## config.mk

```make
export PLATFORM = sky130hd
export DESIGN_NAME = strided_output_overlap_check
export DESIGN_NICKNAME = d
export VERILOG_FILES = /design/src/rtl/sooc_pkg.sv /design/src/rtl/strided_output_overlap_check.sv
export SDC_FILE = /design/constraint.sdc
export NUM_CORES = 2
export LEC_CHECK = 0
export BUFFER_PORTS_ARGS = -buffer_cell sky130_fd_sc_hd__clkbuf_2
export CORE_UTILIZATION = 25
export DETAILED_ROUTE_END_ITERATION = 10
export GPL_TIMING_DRIVEN = 1
export PLACE_DENSITY = 0.49
export REMOVE_ABC_BUFFERS = 1
export SLEW_MARGIN = 20
export SYNTH_ARGS = -nofsm -noshare
export SYNTH_HDL_FRONTEND = slang
export SYNTH_SLANG_ARGS = --single-unit
```

## constraint.sdc

```tcl
create_clock -name i_clk -period 42.2 [get_ports i_clk]
set_input_delay 12.66 -clock i_clk [delete_from_list [all_inputs] [get_ports i_clk]]
set_output_delay 12.66 -clock i_clk [all_outputs]
set_load 0.02 [all_outputs]
```

## src/rtl/sooc_pkg.sv

```systemverilog
package sooc_pkg;

    // Element widths in bytes. The min-argmin width can be set from 4 to 16.
    localparam int CostElemBytes   = 4;
    localparam int ArgminElemBytes = 8;

    // An element width up to 16 bytes fits in five bits.
    localparam int WidthBits = 5;

    localparam int KindBits  = 3;
    localparam int AddrBits  = 64;
    localparam int CountBits = 16;

    // Stride times width, and (count - 1) times stride.
    localparam int StepBits = CountBits + WidthBits;
    localparam int ProdBits = 2 * CountBits;
    localparam int SpanBits = ProdBits + WidthBits;

    // Bit positions inside the input tdata word.
    localparam int BaseLsb   = 0;
    localparam int CountLsb  = BaseLsb + AddrBits;
    localparam int StrideLsb = CountLsb + CountBits;
    localparam int BeginLsb  = StrideLsb + CountBits;
    localparam int EndLsb    = BeginLsb + AddrBits;
    localparam int InDataBits  = EndLsb + AddrBits;
    localparam int OutDataBits = 8;

    typedef enum logic [KindBits-1:0] {
        KIND_R2_MIN     = 3'd0,
        KIND_R2_ARGMIN  = 3'd1,
        KIND_R3_MIN     = 3'd2,
        KIND_R3_ARGMIN  = 3'd3,
        KIND_VEC_ADD    = 3'd4,
        KIND_PROJECT    = 3'd5,
        KIND_MAP3_PROJ  = 3'd6,
        KIND_BATCH      = 3'd7
    } t_kind;

    function automatic logic [WidthBits-1:0] elem_width(input t_kind kind);
        logic [WidthBits-1:0] w;
        case (kind) inside
            KIND_R2_ARGMIN, KIND_R3_ARGMIN, KIND_MAP3_PROJ: w = WidthBits'(ArgminElemBytes);
            default:                                        w = WidthBits'(CostElemBytes);
        endcase
        return w;
    endfunction

    function automatic logic is_reduce(input t_kind kind);
        logic r;
        case (kind) inside
            KIND_R2_MIN, KIND_R2_ARGMIN, KIND_R3_MIN, KIND_R3_ARGMIN: r = 1'b1;
            default:                                                  r = 1'b0;
        endcase
        return r;
    endfunction

endpackage

```

## src/rtl/strided_output_overlap_check.sv

```systemverilog
// Channel   Direction  Ports                Contents
// s_axis    in         tdata[223:0], tuser  output description and byte range
// m_axis    out        tdata[7:0]           overlap answer in bit 0
//
// A transaction goes from acceptance through decode, the span check and the element scan
// to the result state. The scan stops early on a hit or once an element starts at or
// past the range end. A description rejected at decode skips the span check and the scan;
// one rejected on its span skips the scan. The element scan is the limit: one pair of 64-bit
// address adders and compares visits one element per cycle.
// Reset is synchronous and active low; it clears the sequencer and the output valid flag.
// The input is ready only while the sequencer is idle. A stalled result waits in
// the output register, and the next transaction can be taken while it waits.
module strided_output_overlap_check (
    input  logic                             i_clk,
    input  logic                             i_rst_n,
    input  logic                             i_s_axis_tvalid,
    output logic                             o_s_axis_tready,
    // out_base[63:0], out_count[79:64], out_stride[95:80],
    // range_begin[159:96], range_end[223:160]
    input  logic [sooc_pkg::InDataBits-1:0]  i_s_axis_tdata,
    // cmd[2:0]
    input  logic [sooc_pkg::KindBits-1:0]    i_s_axis_tuser,
    output logic                             o_m_axis_tvalid,
    input  logic                             i_m_axis_tready,
    // overlaps[0], zeros above
    output logic [sooc_pkg::OutDataBits-1:0] o_m_axis_tdata
);

    typedef enum logic [2:0] {
        S_IDLE,
        S_CHECK,
        S_SPAN,
        S_SCAN,
        S_RESULT
    } t_state;

    t_state                             r_state;
    sooc_pkg::t_kind                    r_kind;
    logic [sooc_pkg::AddrBits-1:0]      r_base;
    logic [sooc_pkg::CountBits-1:0]     r_count;
    logic [sooc_pkg::CountBits-1:0]     r_stride;
    logic [sooc_pkg::AddrBits-1:0]      r_begin;
    logic [sooc_pkg::AddrBits-1:0]      r_end;
    logic [sooc_pkg::WidthBits-1:0]     r_width;
    logic [sooc_pkg::StepBits-1:0]      r_step;
    logic [sooc_pkg::ProdBits-1:0]      r_prod;
    logic [sooc_pkg::AddrBits-1:0]      r_room;
    logic [sooc_pkg::AddrBits-1:0]      r_addr;
    logic [sooc_pkg::AddrBits-1:0]      r_addr_end;
    logic [sooc_pkg::CountBits-1:0]     r_left;
    logic                               r_result;
    logic                               r_out_valid;
    logic                               r_out_overlaps;

    logic                               in_fire;
    logic                               out_free;
    sooc_pkg::t_kind                    in_kind;
    logic [sooc_pkg::AddrBits:0]        base_sum;
    logic                               reject;
    logic [sooc_pkg::SpanBits-1:0]      span_bytes;
    logic                               addr_below_end;
    logic                               hit;
    logic [sooc_pkg::AddrBits-1:0]      n_addr;
    logic [sooc_pkg::AddrBits-1:0]      n_addr_end;

    assign o_s_axis_tready = (r_state == S_IDLE);
    assign in_fire         = i_s_axis_tvalid && o_s_axis_tready;
    assign out_free        = !r_out_valid || i_m_axis_tready;
    assign in_kind         = sooc_pkg::t_kind'(i_s_axis_tuser);

    // The base overflows when base + width carries out of 64 bits.
    assign base_sum = {1'b0, r_base} + (sooc_pkg::AddrBits + 1)'(r_width);
    assign reject   = (r_kind == sooc_pkg::KIND_BATCH) || (r_begin > r_end) ||
                      (r_base == '0) || (r_count == '0) || (r_stride == '0) ||
                      base_sum[sooc_pkg::AddrBits];

    // (count-1)*stride > room/width is the same test as (count-1)*stride*width > room.
    assign span_bytes = sooc_pkg::SpanBits'(r_prod) * sooc_pkg::SpanBits'(r_width);

    assign addr_below_end = r_addr < r_end;
    assign hit            = addr_below_end && (r_begin < r_addr_end);
    assign n_addr         = r_addr + sooc_pkg::AddrBits'(r_step);
    assign n_addr_end     = r_addr_end + sooc_pkg::AddrBits'(r_step);

    always_ff @(posedge i_clk) begin
        if (!i_rst_n) begin
            r_state     <= S_IDLE;
            r_out_valid <= 1'b0;
        end else begin
            if ((r_state == S_RESULT) && out_free) begin
                r_out_valid    <= 1'b1;
                r_out_overlaps <= r_result;
            end else if (r_out_valid && i_m_axis_tready) begin
                r_out_valid <= 1'b0;
            end
            unique case (r_state)
                S_IDLE: begin
                    if (in_fire) begin
                        r_kind  <= in_kind;
                        r_base  <= i_s_axis_tdata[sooc_pkg::BaseLsb +: sooc_pkg::AddrBits];
                        r_begin <= i_s_axis_tdata[sooc_pkg::BeginLsb +: sooc_pkg::AddrBits];
                        r_end   <= i_s_axis_tdata[sooc_pkg::EndLsb +: sooc_pkg::AddrBits];
                        r_width <= sooc_pkg::elem_width(in_kind);
                        // Single-result kinds write one element.
                        if (sooc_pkg::is_reduce(in_kind)) begin
                            r_count  <= sooc_pkg::CountBits'(1);
                            r_stride <= sooc_pkg::CountBits'(1);
                        end else begin
                            r_count  <=
                                i_s_axis_tdata[sooc_pkg::CountLsb +: sooc_pkg::CountBits];
                            r_stride <=
                                i_s_axis_tdata[sooc_pkg::StrideLsb +: sooc_pkg::CountBits];
                        end
                        r_state <= S_CHECK;
                    end
                end
                S_CHECK: begin
                    r_prod <= sooc_pkg::ProdBits'(r_count - sooc_pkg::CountBits'(1)) *
                              sooc_pkg::ProdBits'(r_stride);
                    r_step <= sooc_pkg::StepBits'(r_stride) * sooc_pkg::StepBits'(r_width);
                    r_room <= ~r_base - sooc_pkg::AddrBits'(r_width);
                    if (reject) begin
                        r_result <= 1'b1;
                        r_state  <= S_RESULT;
                    end else begin
                        r_state <= S_SPAN;
                    end
                end
                S_SPAN: begin
                    r_addr     <= r_base;
                    r_addr_end <= r_base + sooc_pkg::AddrBits'(r_width);
                    r_left     <= r_count;
                    if (sooc_pkg::AddrBits'(span_bytes) > r_room) begin
                        r_result <= 1'b1;
                        r_state  <= S_RESULT;
                    end else begin
                        r_state <= S_SCAN;
                    end
                end
                S_SCAN: begin
                    // Addresses only grow, so once one reaches the end no later one hits.
                    if (hit) begin
                        r_result <= 1'b1;
                        r_state  <= S_RESULT;
                    end else if ((r_left == sooc_pkg::CountBits'(1)) || !addr_below_end) begin
                        r_result <= 1'b0;
                        r_state  <= S_RESULT;
                    end else begin
                        r_addr     <= n_addr;
                        r_addr_end <= n_addr_end;
                        r_left     <= r_left - sooc_pkg::CountBits'(1);
                    end
                end
                S_RESULT: begin
                    if (out_free) begin
                        r_state <= S_IDLE;
                    end
                end
                default: begin
                    r_state <= S_IDLE;
                end
            endcase
        end
    end

    assign o_m_axis_tvalid = r_out_valid;
    assign o_m_axis_tdata  = {{(sooc_pkg::OutDataBits - 1){1'b0}}, r_out_overlaps};

    a_one_at_a_time: assert property (@(posedge i_clk) disable iff (!i_rst_n)
        in_fire |=> !o_s_axis_tready)
        else $error("input taken while a transaction is in progress");

    a_scan_left: assert property (@(posedge i_clk) disable iff (!i_rst_n)
        (r_state == S_SCAN) |-> (r_left != '0))
        else $error("element scan running with no elements left");

    a_scan_window: assert property (@(posedge i_clk) disable iff (!i_rst_n)
        (r_state == S_SCAN) |-> (r_addr_end == r_addr + sooc_pkg::AddrBits'(r_width)))
        else $error("element end address out of step with its start");

endmodule
```

==> results_dict.tcl <==
set metrics [dict create \
    postCtsSetupBuffers 0 \
    yosysMostFrequentCell "inv_1" \
    setup_viol 0 \
    rsz0062_at_grt "no" \
    worst_pin_slew_ns 1.19 \
    worstHoldStart "r_result" \
    wl_um 119000 \
    outcome "complete, no violations" \
    synth.lib_cells_used.distinct 79 \
    tns_ns 0 \
    relSlewSlack 0.204 \
    async_reset_ff_frac 0 \
    cts_tree "done" \
    final.min_clock_period_ns 15.11 \
    r2r-start "r_count[0]" \
    max_cap_viol_count 0 \
    grt_pass1_vias 30500 \
    arrival_ns 15.38 \
    netlist_top_cells_count "539 x inv_1, 531 x ha_1, 488 x edfxtp_1" \
    via_per_inst 4.53 \
    min_path_type "flip-flop to flip-flop" \
    synthToLayoutAreaGrowth_pct 13.7 \
    grt_pass1_wl_um 182000 \
    ant_nets 0 \
    track_usage 0.139 \
    power_density_nw_per_um2 46.6 \
    syn_area_um2 42300 \
    vias 29700 \
    crit_path_max_incr_delay_ns 0.82 \
    finalCritPeriodShare 0.358 \
    postCtsHoldBufs 0 \
    die_area_um2 171000 \
    cts_buffer_depth 3 \
    critical_path_peak_fanout 68 \
    startpoint "i_rst_n" \
    die_w_um 413 \
    worstSetupStartpointType "primary input" \
    initial_core_util 0.252 \
    numCtsBuffers 57 \
    clkSinkCount 492 \
    worstSetupPathType "primary input to flip-flop" \
    finalMaxSlewViolations 0 \
    nNetsFinal 5335 \
    rows 150 \
    htreeDepth 2 \
    layout-drive-gt1-share 0.0947 \
    ir_drop_uv 58.6 \
    syn_avg_cell_area_um2 10.3 \
    cp_slowest_cell "buf_4" \
    gr-total-overflow 0 \
    synth_cells 4117 \
    wire_per_inst_um 18.2 \
    synth_seq_area_share 0.349 \
    required_ns 42.47 \
    gp_congestion 0.869 \
    grt_max_degree 110 \
    first_pass_iters 5 \
    fin_skew_ns 0.0628 \
    p_leak_nw 21.0 \
    synth_area_leaders "edfxtp_1 35%, ha_1 16%, fa_1 13%" \
    synth-seq-cells 492 \
    dp_hpwl_um 94400 \
    drc_errors 0 \
    synth_top_area_share 0.347 \
    first_iter_violations 1913 \
    synth_edf_count 488 \
    clkLatencyLatePin_ns 0.67 \
    setup_ws_ns 27.09 \
    pre_cts_slack_ns 26.35 \
    synth_top_cell_by_area "edfxtp_1" \
    cts.root.buffer_cell "clkbuf_16" \
    core_area_um2 168000 \
    crit_path_frequent_cell "buf_4" \
    whs_path_depth 0 \
    path_clk_slew_ns 0.07 \
    r2r_cells 30 \
    crit_path_end_kind "flip-flop" \
    io_pins 241 \
    cts-resized-gates 0 \
    finalHoldViolCount 0 \
    path_cells "clkbuf_2, nand2b_1, nor2_4, buf_4, buf_4" \
    yosysWarnings 0 \
    antenna_found_initial 16 \
    max_freq_mhz 66.2 \
    die_y_um 413 \
    synthFlopType "edfxtp_1" \
    io_buffer_count 233 \
]
cell type report:
class | instances | area [um2]
diodes | 3 | 7.51
clock buffers | 61 | 1460
clock inverters | 45 | 582
fillers | 17500 | 120000
inverters | 540 | 2030
multi-input cells | 2953 | 25100
flip-flops and latches | 492 | 14700
well taps | 2204 | 2760
repair buffers | 260 | 1390
critical path: cells and delay by family:
kind / cells / cell delay (ns)
buffers and inverters: 3 / 1.78
and+or+nand+nor: 2 / 0.75
cells in the final DEF (no fill, tap or decap), drive strengths merged, types with 21 or more instances in the layout:
cell type    n
and3        33
nand3       85
nor4        49
clkbuf     294
a21oi      158
nand2      380
buf         27
o21ai      168
nor3        57
xnor2      181
o21a        38
nor2b       48
xor2       128
nor2       161
nand2b      29
edfxtp     488
inv        548
ha         531
and2       256
nand4       79
a211oi      21
fa         269
a21o       104
flip-flops by register name, summed over array words and instances (netlist names):
register	count
r_addr	64
r_base	64
r_begin	64
r_end	64
r_room	64
r_addr_end	62
r_prod	32
r_step	19
r_count	16
r_left	16
r_stride	16
r_kind	3
r_state	3
r_width	2
o_m_axis_tvalid	1
r_out_overlaps	1
r_result	1
path summary, 6_finish.rpt:
kind	to	slack [ns]
worst min register to register	r_out_overlaps	0.44
worst max-delay path	r_end[0]	27.09
worst max register to register	r_prod[31]	32.78
worst min-delay path	r_out_overlaps	0.44
where the power goes:
group          switching (mW)  internal [mW]  leakage (nW)  total [mW]
registers              0.0331          0.617          4.51       0.651
logic                   0.596          0.451          15.6        1.05
clock network           0.228          0.316         0.970       0.544
total                   0.857           1.38          21.0        2.24
kinds of logic (layout without fill, tap and decap cells):
kind of cell,count (synthesis),after routing,synth area share
simple gates,1233,1233,0.149
fa+ha+maj,804,804,0.286
buf+inv,678,906,0.0613
compound gates,583,583,0.0879
flops,492,492,0.349
xor+xnor,309,309,0.0640
mux,17,17,0.00403
other cells,1,10,0.0000887
layer usage:
layer	up-vias	GRT usage	wire (um)
li1	14500	-	-
met1	14400	0.197	57300
met2	707	0.223	52700
met3	159	0.0209	6310
met4	0	0.0308	2770
met5	-	0	0
per-stage QoR:
step | util | std cells | area, um2 | power [mW] | hold WS, ns
2_1_floorplan | - | 3985 | 41700 | 1.45 | 0.400
3_3_place_gp | 0.274 | 6448 | 46000 | 1.72 | 0.417
3_5_place_dp | 0.274 | 6448 | 46000 | 1.72 | 0.424
4_1_cts | 0.287 | 6554 | 48000 | 2.28 | 0.446
5_1_grt | 0.287 | 6555 | 48100 | 2.44 | 0.448
6_report | 0.287 | 6558 | 48100 | 2.24 | 0.442
Note: power is estimated with default switching activity, not from simulation.
